<file path="src/sod_pkg.sv">
// Shared types and constants for the slot occupancy debouncer.
`default_nettype none

package sod_pkg;

    localparam int NUM_SLOTS = 6;
    localparam int SLOT_W    = (NUM_SLOTS > 1) ? $clog2(NUM_SLOTS) : 1;
    localparam int OCC_W     = $clog2(NUM_SLOTS + 1);

    localparam int IDX_W     = 3;
    localparam int DIST_W    = 16;
    localparam int CONF_W    = 4;
    localparam int CFG_IDX_W = 1;
    localparam int CFG_DAT_W = 16;
    localparam int S_DATA_W  = 24;
    localparam int M_DATA_W  = 8;
    localparam int OCC_OUT_W = 3;

    localparam logic [DIST_W-1:0] PRESENCE_DIST_RST = 16'd10;
    localparam logic [CONF_W-1:0] CONF_NEEDED_RST   = 4'd3;

    typedef enum logic [CFG_IDX_W-1:0] {
        CFG_PRESENCE_DIST = 1'b0,
        CFG_CONF_NEEDED   = 1'b1
    } t_cfg_idx;

    typedef enum logic [1:0] {
        ST_EMPTY    = 2'd0,
        ST_OCCUPIED = 2'd1,
        ST_ERROR    = 2'd2
    } t_slot_state;

    typedef logic [CONF_W-1:0] t_conf_cnt;

    typedef struct packed {
        t_slot_state state;
        t_conf_cnt   cnt;
        logic        changed;
        logic        occ_inc;
        logic        occ_dec;
    } t_slot_upd;

endpackage

`default_nettype wire

</file>
<file path="src/slot_occupancy_debouncer_unit.sv">
// Top level of the slot occupancy debouncer: input register, slot table, result register.
// An accepted input word goes through the input register, then the result register,
// before its result word is valid.
// Throughput: one word per cycle when not stalled at the output; the slot table is read
// and written in the same cycle as the update, so consecutive words for one slot see each other at once.
// Reset (synchronous, active low): all slots empty, counters zero, occupancy zero,
// presence distance 10, confidence threshold 3, both stages empty.
`default_nettype none

module slot_occupancy_debouncer_unit (
    input  wire logic                            i_clk,
    input  wire logic                            i_rst_n,
    // s_axis_tdata: [2:0] slot_index, [18:3] distance, [23:19] zero
    input  wire logic                            s_axis_tvalid,
    output logic                                 s_axis_tready,
    input  wire logic [sod_pkg::S_DATA_W-1:0]    s_axis_tdata,
    // m_axis_tdata: [1:0] slot state, [2] change flag, [5:3] occupied slots,
    //               [6] lot full, [7] bad index
    output logic                                 m_axis_tvalid,
    input  wire logic                            m_axis_tready,
    output logic [sod_pkg::M_DATA_W-1:0]         m_axis_tdata,
    input  wire logic                            i_cfg_wr_en,
    input  wire logic [sod_pkg::CFG_IDX_W-1:0]   i_cfg_index,
    input  wire logic [sod_pkg::CFG_DAT_W-1:0]   i_cfg_wdata
);

    typedef logic [sod_pkg::SLOT_W-1:0] t_slot_addr;

    logic [sod_pkg::DIST_W-1:0] r_presence_dist;
    logic [sod_pkg::CONF_W-1:0] r_conf_needed;

    logic                       r_in_valid;
    logic [sod_pkg::IDX_W-1:0]  r_in_idx;
    logic [sod_pkg::DIST_W-1:0] r_in_dist;

    sod_pkg::t_slot_state       r_state [sod_pkg::NUM_SLOTS];
    sod_pkg::t_conf_cnt         r_cnt   [sod_pkg::NUM_SLOTS];
    logic [sod_pkg::OCC_W-1:0]  r_occ;
    logic [sod_pkg::OCC_W-1:0]  n_occ;

    logic                       r_out_valid;
    logic [sod_pkg::M_DATA_W-1:0] r_out_data;
    logic [sod_pkg::M_DATA_W-1:0] n_out_data;

    logic                       out_free;
    logic                       fire;
    logic                       bad;
    t_slot_addr                 addr;
    sod_pkg::t_slot_state       cur_state;
    sod_pkg::t_conf_cnt         cur_cnt;
    sod_pkg::t_slot_upd         upd;
    sod_pkg::t_slot_state       res_state;
    logic                       res_changed;
    logic [sod_pkg::OCC_OUT_W-1:0] res_occ;
    logic                       res_full;

    assign out_free      = !r_out_valid || m_axis_tready;
    assign fire          = r_in_valid && out_free;
    assign s_axis_tready = !r_in_valid || fire;

    always_ff @(posedge i_clk) begin
        if (!i_rst_n) begin
            r_presence_dist <= sod_pkg::PRESENCE_DIST_RST;
            r_conf_needed   <= sod_pkg::CONF_NEEDED_RST;
        end else if (i_cfg_wr_en) begin
            unique case (sod_pkg::t_cfg_idx'(i_cfg_index))
                sod_pkg::CFG_PRESENCE_DIST: r_presence_dist <= i_cfg_wdata;
                sod_pkg::CFG_CONF_NEEDED:
                    r_conf_needed <= i_cfg_wdata[sod_pkg::CONF_W-1:0];
                default: ;
            endcase
        end
    end

    always_ff @(posedge i_clk) begin
        if (!i_rst_n) begin
            r_in_valid <= 1'b0;
        end else if (s_axis_tready) begin
            r_in_valid <= s_axis_tvalid;
        end
    end

    always_ff @(posedge i_clk) begin
        if (s_axis_tvalid && s_axis_tready) begin
            r_in_idx  <= s_axis_tdata[sod_pkg::IDX_W-1:0];
            r_in_dist <= s_axis_tdata[sod_pkg::IDX_W +: sod_pkg::DIST_W];
        end
    end

    assign bad       = (32'(r_in_idx) >= 32'(sod_pkg::NUM_SLOTS));
    assign addr      = t_slot_addr'(r_in_idx);
    assign cur_state = bad ? sod_pkg::ST_EMPTY : r_state[addr];
    assign cur_cnt   = bad ? '0 : r_cnt[addr];

    sod_slot_update u_upd (
        .i_distance      (r_in_dist),
        .i_presence_dist (r_presence_dist),
        .i_conf_needed   (r_conf_needed),
        .i_cur_state     (cur_state),
        .i_cur_cnt       (cur_cnt),
        .o_upd           (upd)
    );

    always_comb begin
        n_occ = r_occ;
        if (!bad) begin
            if (upd.occ_inc) begin
                n_occ = r_occ + 1'b1;
            end else if (upd.occ_dec) begin
                n_occ = r_occ - 1'b1;
            end
        end
    end

    always_comb begin
        res_state   = bad ? sod_pkg::ST_EMPTY : upd.state;
        res_changed = !bad && upd.changed;
        res_occ     = (32'(n_occ) > 7) ? 3'd7 : 3'(n_occ);
        res_full    = (32'(n_occ) == 32'(sod_pkg::NUM_SLOTS));
        n_out_data  = {bad, res_full, res_occ, res_changed, res_state};
    end

    always_ff @(posedge i_clk) begin
        if (!i_rst_n) begin
            for (int i = 0; i < sod_pkg::NUM_SLOTS; i++) begin
                r_state[i] <= sod_pkg::ST_EMPTY;
                r_cnt[i]   <= '0;
            end
            r_occ <= '0;
        end else if (fire && !bad) begin
            r_state[addr] <= upd.state;
            r_cnt[addr]   <= upd.cnt;
            r_occ         <= n_occ;
        end
    end

    // hold the result word until taken
    always_ff @(posedge i_clk) begin
        if (!i_rst_n) begin
            r_out_valid <= 1'b0;
        end else if (out_free) begin
            r_out_valid <= r_in_valid;
        end
    end

    always_ff @(posedge i_clk) begin
        if (fire) begin
            r_out_data <= n_out_data;
        end
    end

    assign m_axis_tvalid = r_out_valid;
    assign m_axis_tdata  = r_out_data;

endmodule

`default_nettype wire

</file>
<file path="src/sod_slot_update.sv">
// Debounce update for one slot: counter step, state decision, occupancy delta.
`default_nettype none

module sod_slot_update (
    input  wire logic [sod_pkg::DIST_W-1:0] i_distance,
    input  wire logic [sod_pkg::DIST_W-1:0] i_presence_dist,
    input  wire logic [sod_pkg::CONF_W-1:0] i_conf_needed,
    input  wire sod_pkg::t_slot_state       i_cur_state,
    input  wire sod_pkg::t_conf_cnt         i_cur_cnt,
    output sod_pkg::t_slot_upd              o_upd
);

    logic                 present;
    logic                 dist_zero;
    sod_pkg::t_conf_cnt   cap;
    sod_pkg::t_conf_cnt   cnt;
    sod_pkg::t_slot_state state;

    assign dist_zero = (i_distance == '0);
    assign present   = !dist_zero && (i_distance <= i_presence_dist);
    // cap is one above the threshold, clipped to the counter width
    assign cap       = (i_conf_needed == '1) ? '1 : i_conf_needed + 1'b1;

    always_comb begin
        cnt = i_cur_cnt;
        if (present) begin
            if (i_cur_cnt < cap) begin
                cnt = i_cur_cnt + 1'b1;
            end
        end else if (i_cur_cnt != '0) begin
            cnt = i_cur_cnt - 1'b1;
        end
    end

    always_comb begin
        priority if (cnt >= i_conf_needed) begin
            state = sod_pkg::ST_OCCUPIED;
        end else if (cnt == '0) begin
            state = sod_pkg::ST_EMPTY;
        end else begin
            state = i_cur_state;
        end
        // no echo on a drained counter flags the sensor unless already occupied
        if (dist_zero && (i_cur_state != sod_pkg::ST_OCCUPIED) && (cnt == '0)) begin
            state = sod_pkg::ST_ERROR;
        end
    end

    assign o_upd.state   = state;
    assign o_upd.cnt     = cnt;
    assign o_upd.changed = (state != i_cur_state);
    assign o_upd.occ_inc = (state == sod_pkg::ST_OCCUPIED) &&
                           (i_cur_state != sod_pkg::ST_OCCUPIED);
    assign o_upd.occ_dec = (state != sod_pkg::ST_OCCUPIED) &&
                           (i_cur_state == sod_pkg::ST_OCCUPIED);

endmodule

`default_nettype wire

</file>
<file path="config.mk">
export PLATFORM = sky130hd
export DESIGN_NAME = slot_occupancy_debouncer_unit
export DESIGN_NICKNAME = d
export VERILOG_FILES = /design/src/sod_pkg.sv /design/src/slot_occupancy_debouncer_unit.sv /design/src/sod_slot_update.sv
export SDC_FILE = /design/constraint.sdc
export NUM_CORES = 1
export LEC_CHECK = 0
export BUFFER_PORTS_ARGS = -buffer_cell sky130_fd_sc_hd__buf_2
export CORE_ASPECT_RATIO = 0.8
export CORE_UTILIZATION = 25
export CTS_CLUSTER_DIAMETER = 200
export DETAILED_ROUTE_END_ITERATION = 10
export PLACE_DENSITY = 0.49
export REMOVE_ABC_BUFFERS = 1
export SLEW_MARGIN = 20
export SYNTH_ARGS = -nofsm -noshare
export SYNTH_HDL_FRONTEND = slang
export SYNTH_HIERARCHICAL = 1
export SYNTH_SLANG_ARGS = --single-unit
</file>
<file path="constraint.sdc">
create_clock -name i_clk -period 14.5 [get_ports i_clk]
set_input_delay 0.725 -clock i_clk [delete_from_list [all_inputs] [get_ports i_clk]]
set_output_delay 0.725 -clock i_clk [all_outputs]
set_load 0.02 [all_outputs]
</file>
==> summary.txt, run 1 <==
Logic synthesis
  • Register area share after synthesis: 53.4%
  • Most numerous cell in the Yosys netlist: edfxtp_1
  • Async S/R FF share, synth: 0%
  • FF+latch count, synth: 103
  • Ys Warns: 6
  • Xor and xnor fraction of the mapped netlist area: 1.02%
  • Post-Syn Area: 5270 um2
  • Largest family of logic cells by synthesized area: simple AND/OR/NAND/NOR gates
  • Compound-Gate Fraction of Synth Area: about a tenth
  • Synth top area share: between 40% and 50%
  • Adder-cell share of the synthesized area: between 6 and 7%
  • Yosys top cell by area: edfxtp_1
  • Distinct cells, synth: slightly below 60
  • EDFF count, synth: 75
  • Syn_area_per_cell: roughly 11 um2
  • Mux cell area share after synthesis: 6.25%
  • Simple logic cell fraction of the synthesized area: 18.6%
  • Main synth FF type: edfxtp_1
  • Synth Instances: approximately 490
  • Synth top area cells: edfxtp_1 (43%), dfxtp_1 (11%), ha_1 (6.6%), mux2i_1 (4.2%), nand2_1 (4.1%)
  • Most frequent cells after synthesis: edfxtp_1 (75), nand2_1 (58), nor2_1 (37)

Global route
  • Vias in the first global route: 3732
  • GRT Overall Usage: 11.8%
  • Grt total ovfl: 0
  • Largest net degree at the start of global routing: 31
  • Initial antenna violation count: 0
  • First-pass GRT wire length: 19.5 mm

Worst setup path
  • R2r setup slk: around 8.7 ns
  • Cell mode on critical path: a21oi_1
  • Worst Setup Start Kind: flop
  • Critical Path RT: 14.61 ns
  • Crit path largest cell delay: between 0.4 and 0.5 ns
  • Crit path capture type: flop
  • WS Path Type: flop to flop
  • Data arrival, critical path: between 5 and 6 ns
  • Critical path fanouts, max: 30
  • R2R depth: 20
  • Worst path slowest cell: a2111oi_0
  • Crit path cell chain: buf_4 -> mux2i_1 -> a22oi_1 -> and3_1 -> ha_1 -> a2111oi_0 -> a21oi_1 -> a211oi_1 -> o211ai_1 -> and3_1 -> ha_1 -> a21o_1 -> a21o_1 -> a21oi_1 -> nand2_1 -> nor2_1 -> nand3b_1 -> a21oi_1 -> xor2_1 -> and3b_1

Cells and area
  • Area grow syn2layout: 17.3%
  • Share of cells above drive strength 1: 16.3%
  • Non-Filler Instances: just over 800
  • Diode count: 0
  • Nets: 621
  • Seq. cell area: 2810 um2
  • Fill cells: ~2200
  • Area of the multi-input gates: 2320 um2

Clock tree
  • Clock sinks: 103
  • Setup repair bufs after CTS: 0
  • CTS tree: done
  • Largest buffer count on any clock path: 2
  • Worst skew pair latency: 0.35 ns
  • H-Tree Level Count: 3
  • Total CTS buffers: 9
  • Root buf cell: clkbuf_16
  • Hold-fix buffers, CTS: 0
  • Clock Pin Slew Worst Setup and Hold Paths: roughly 0.07 ns
  • PostCTS Resize Cnt: 0

Die
  • Die Wd: 164 um
  • Die ar.: around 22000 um2
  • Boundary Pins: 56
  • Row count: 47
  • Placeable Area: 20700 um2
  • Die height: 132 um
  • Starting Density: 25.5%

Place
  • DP HPWL: 9.20 mm
  • GPL Wtd Cong: around 0.8
  • I/O Buffers: 50
  • DP Cell Count: 805

Run
  • Max-Cap Viols: 0

Timing
  • Layout Skew: 0.00796 ns
  • Final setup violation count: 0
  • Hold_ws: 0.461 ns
  • TNS Setup: 0 ns
  • Pins over their slew limit: 0
  • Worst slew pin tran: 1.07 ns
  • RSZ-0062 raised after global routing: no
  • Fin. Hold Viols: 0
  • Final period utilization: 40.0%
  • Slew margin rel.: 28.2%
  • FMAX: approximately 170 MHz
  • Final min period: about 5.8 ns

Power
  • Peak supply drop: 0.0000775 V
  • Pwr Density: 125 nW/um2
  • Leakage: 0.00240 uW

Drt
  • Routed WL: between 10 and 15 mm
  • Initial detailed-routing violation count: 250
  • Via count: ~3800
  • Number of remaining DRC errors: 0
  • WL/cell: ~15 um
  • First drt pass iteration count: 4
  • Routed vias/inst: approximately 4.6
  • Antenna Nets Post-Route: 0

Status
  • Status: finished, final reports clean

Worst hold path
  • Hold Crit Class: flop to flop
  • Worst hold stages: 2
==> critical path, delay by kind of cell (launching register included) <==
kind	cells	cell delay (ns)
adders and majority gates	2	0.63
xor gates and xnor gates	1	0.14
muxes	1	0.13
and+or+nand+nor	6	1.53
DFF	1	0.31
AOI/OAI and AO/OA	9	2.41
buffers and inverters	1	0.37
==> power by group <==
group	internal, uW	switching (uW)	leakage [uW]
logic	62.2	98.0	0.00126
clock network	153	114	0.000157
registers	336	9.46	0.000987
total	551	221	0.00240
==> per-layer routing <==
metal,track usage [%],wire length (um),vias to the layer above
met5,0,0,-
met2,18.2,5480,83
met3,3.18,544,6
met4,3.14,130,0
met1,16.3,6030,1808
li1,-,-,1880
==> kinds of logic after synthesis <==
| logic type | Yosys count |
|---|---|
| other cells | 1 |
| flops | 103 |
| xor+xnor | 4 |
| compound gates | 86 |
| simple gates | 189 |
| buf+inv | 47 |
| fa+ha+maj | 28 |
| mux | 30 |
==> registers in the layout, indices dropped and copies added (netlist names), named ones only <==
name,count
m_axis_tvalid,1
r_occ,3
addr,3
r_in_dist,16
r_in_valid,1
r_conf_needed,4
r_state,16
m_axis_tdata,8
r_cnt,32
r_presence_dist,16
==> path summary, 6_finish.rpt <==
kind,startpoint,endpoint
max,flop,m_axis_tdata[6]$_DFFE_PN_
min reg2reg,r_presence_dist[14]$_SDFFE_PN0P_,r_presence_dist[14]$_SDFFE_PN0P_
min,r_presence_dist[14]$_SDFFE_PN0P_,r_presence_dist[14]$_SDFFE_PN0P_
max reg2reg,flop,m_axis_tdata[6]$_DFFE_PN_
==> stage by stage <==
step	worst slack, ns	total power, uW	area [um2]	util, %
floorplan	9.36	464	5250	-
global placement	8.91	507	5850	28.2
detailed placement	8.81	512	5850	28.3
CTS	8.75	782	6180	29.9
global route	8.31	813	6180	29.9
finish	8.70	772	6180	29.9
==> cell usage in the layout, fill, tap and decap left out, types with 2 or more instances in the layout <==
| master | n |
|---|---|
| dfxtp_1 | 28 |
| xnor2_1 | 2 |
| edfxtp_1 | 75 |
| nor2b_1 | 11 |
| mux2i_1 | 22 |
| buf_2 | 50 |
| ha_1 | 28 |
| o211a_1 | 2 |
| nor3_1 | 5 |
| o21ai_0 | 8 |
| and3_1 | 11 |
| a31oi_1 | 3 |
| a211oi_1 | 7 |
| o21a_1 | 3 |
| and4_1 | 2 |
| a21o_1 | 5 |
| o2bb2ai_1 | 2 |
| nand2b_1 | 12 |
| conb_1 | 12 |
| mux2_2 | 4 |
| nand3b_1 | 3 |
| o211ai_1 | 3 |
| inv_1 | 29 |
| nor4_1 | 5 |
| bufinv_16 | 2 |
| and2_1 | 10 |
| or3_1 | 2 |
| inv_2 | 4 |
| nand2_1 | 58 |
| or4_4 | 3 |
| a21oi_1 | 35 |
| nand4_1 | 6 |
| inv_6 | 2 |
| nor2_2 | 2 |
| nand3_1 | 14 |
| clkinv_4 | 2 |
| mux2_4 | 2 |
| a22oi_1 | 7 |
| nor2_1 | 37 |
| clkbuf_16 | 9 |
==> final cells by class <==
type / instances / share of cell area, %
sequential: 103 / 45.5
multi-input combinational: 349 / 37.6
tap: 269 / 5.45
timing repair buffer: 51 / 4.17
clock buffer: 9 / 3.64
inverter: 33 / 2.00
clock inverter: 7 / 1.66
Note: power is estimated with default switching activity, not from simulation.
==> run 2, diff against run 1 <==
==> constraint.sdc (replaced) <==
create_clock -name i_clk -period 5.6 [get_ports i_clk]
set_input_delay 0.28 -clock i_clk [delete_from_list [all_inputs] [get_ports i_clk]]
set_output_delay 0.28 -clock i_clk [all_outputs]
set_load 0.02 [all_outputs]
==> summary.txt, run 2 (same netlist as run 1, synthesis figures left out) <==
Worst hold path
  • Worst hold stages: 1
  • Hold Crit Class: input pin to flop
  • HP Start: s_axis_tdata[12]
  • Worst Hold End: r_in_dist[9]$_DFFE_PP_

Clock tree
  • Setup repair bufs after CTS: 0
  • CTS tree: done
  • Clock sinks: 103
  • Hold-fix buffers, CTS: 0
  • Worst skew pair latency: between 0.3 and 0.4 ns
  • H-Tree Level Count: 3
  • Total CTS buffers: 9
  • Largest buffer count on any clock path: 2
  • Root buf cell: clkbuf_16
  • Clock Pin Slew Worst Setup and Hold Paths: about 0.070 ns

Die
  • Starting Density: 25.5%
  • Die ar.: 21700 um2
  • Row count: 47
  • Boundary Pins: 56
  • Die height: 132 um
  • Die Wd: about 160 um
  • Placeable Area: 20700 um2

Worst setup path
  • R2R depth: 18
  • R2r setup slk: approximately 0.21 ns
  • Reg2reg end: r_state[1][1]$_SDFFCE_PN0P_
  • Worst Setup Start Kind: flop
  • Data arrival, critical path: 5.58 ns
  • Crit path capture type: flop
  • Critical Path RT: 5.79 ns
  • WS Path Type: flop to flop
  • Critical path fanouts, max: 7

Drt
  • Via count: between 3000 and 4000
  • Routed vias/inst: 4.62
  • Initial detailed-routing violation count: roughly 170
  • Routed WL: 12.2 mm
  • WL/cell: 14.8 um
  • Number of remaining DRC errors: 0
  • First drt pass iteration count: 4
  • Antenna Nets Post-Route: 0

Timing
  • Fin. Hold Viols: 0
  • Final period utilization: a little over nine tenths
  • Pins over their slew limit: 0
  • Layout Skew: 0.0124 ns
  • TNS Setup: 0 ns
  • Slew margin rel.: 26.8%
  • RSZ-0062 raised after global routing: no
  • Final min period: 5.39 ns
  • Hold_ws: roughly 0.10 ns
  • Final setup violation count: 0
  • FMAX: 186 MHz
  • Worst slew pin tran: 1.09 ns

Cells and area
  • Nets: 624
  • Share of cells above drive strength 1: 17.1%
  • Area of the multi-input gates: 2340 um2
  • Area grow syn2layout: 17.8%
  • Largest Register: r_cnt
  • Non-Filler Instances: between 800 and 900
  • Finished Core Util: 30.0%
  • Max reg flops: 32
  • Seq. cell area: 2810 um2
  • Commonest cells after routing, fill and taps aside: edfxtp_1 (75), nand2_1 (58), buf_2 (50)
  • Diode count: 0
  • Fill cells: approximately 2100
  • Most common cell after layout, fill and taps aside: edfxtp_1

Power
  • Peak supply drop: 0.000166 V
  • Pwr Density: 317 nW/um2
  • Total power draw: 1970 uW
  • Leakage: ~0.0024 uW

Place
  • DP Cell Count: about 810
  • DP HPWL: 9.15 mm
  • GPL Wtd Cong: ~0.78
  • I/O Buffers: 50

Global route
  • Largest net degree at the start of global routing: 31
  • Vias in the first global route: roughly 3800
  • Grt total ovfl: 0
  • First-pass GRT wire length: 19.8 mm
  • GRT Overall Usage: 11.8%
  • Initial antenna violation count: 0

Status
  • Status: finished, final reports clean

Run
  • Max-Cap Viols: 0
==> run 2: how the worst max path moves through the flow <==
stage / start / depth (start not counted) / slack [ns] / endpoint
finish: flop / 18 / 0.21 / r_state[1][1]$_SDFFCE_PN0P_
global route: flop / 20 / 0.03 / m_axis_tdata[6]$_DFFE_PN_
CTS: flop / 20 / 0.14 / m_axis_tdata[6]$_DFFE_PN_
detailed placement: flop / 20 / 0.18 / m_axis_tdata[6]$_DFFE_PN_
global placement: flop / 20 / 0.43 / m_axis_tdata[6]$_DFFE_PN_
floorplan: flop / 18 / 0.46 / m_axis_tdata[6]$_DFFE_PN_
==> run 2: area by class of cell <==
cell class                      instances  area share, %
Sequential cell                       103           45.3
Inverter                               33           2.00
Multi-Input combinational cell        349           37.7
Clock inverter                          6           1.11
Clock buffer                           10           3.69
Timing Repair Buffer                   54           4.72
Tap cell                              269           5.42
==> run 2: report_power, final <==
part	total [uW]	internal, uW	leakage (uW)	switching [uW]
Combinational	438	172	0.00128	266
Sequential	893	869	0.000987	24.3
Clock	638	350	0.000139	288
==> run 2: timing repair <==
item | 4_1_cts | 5_1_grt
hold endpoints to repair | 0 | 0
endpoints found under the setup margin | 0 | 11
resized for setup | 0 | 4
==> run 2: layer usage <==
metal  up-vias  track usage (%)  part of all wire [%]
li1       1891                -                     -
met1      1827             16.7                    51
met2        67             17.6                    44
met3        19             1.76                   3.5
met4         0             4.89                   1.8
met5         -                0                     0
==> run 2: stage by stage <==
stage	instance area [um2]	setup slack (ns)
floorplan	5250	0.465
global placement	5880	0.432
detailed placement	5890	0.178
CTS	6180	0.138
global route	6210	0.0322
finish	6210	0.212
==> run 2: worst max-delay path, cell delays in order, from the launching register on <==
cell and delay, ns:
dfxtp_1 0.33, nand2b_1 0.27, a211oi_1 0.30, a21oi_1 0.06, and3_1 0.24, ha_1 0.32
a2111oi_0 0.54, a21oi_1 0.28, a211oi_1 0.33, o211ai_1 0.20, and3_1 0.34, ha_1 0.31
a21o_1 0.15, a21o_1 0.21, a21oi_4 0.25, o41ai_1 0.15, o221ai_1 0.53, nand2_1 0.21
nor2_1 0.19
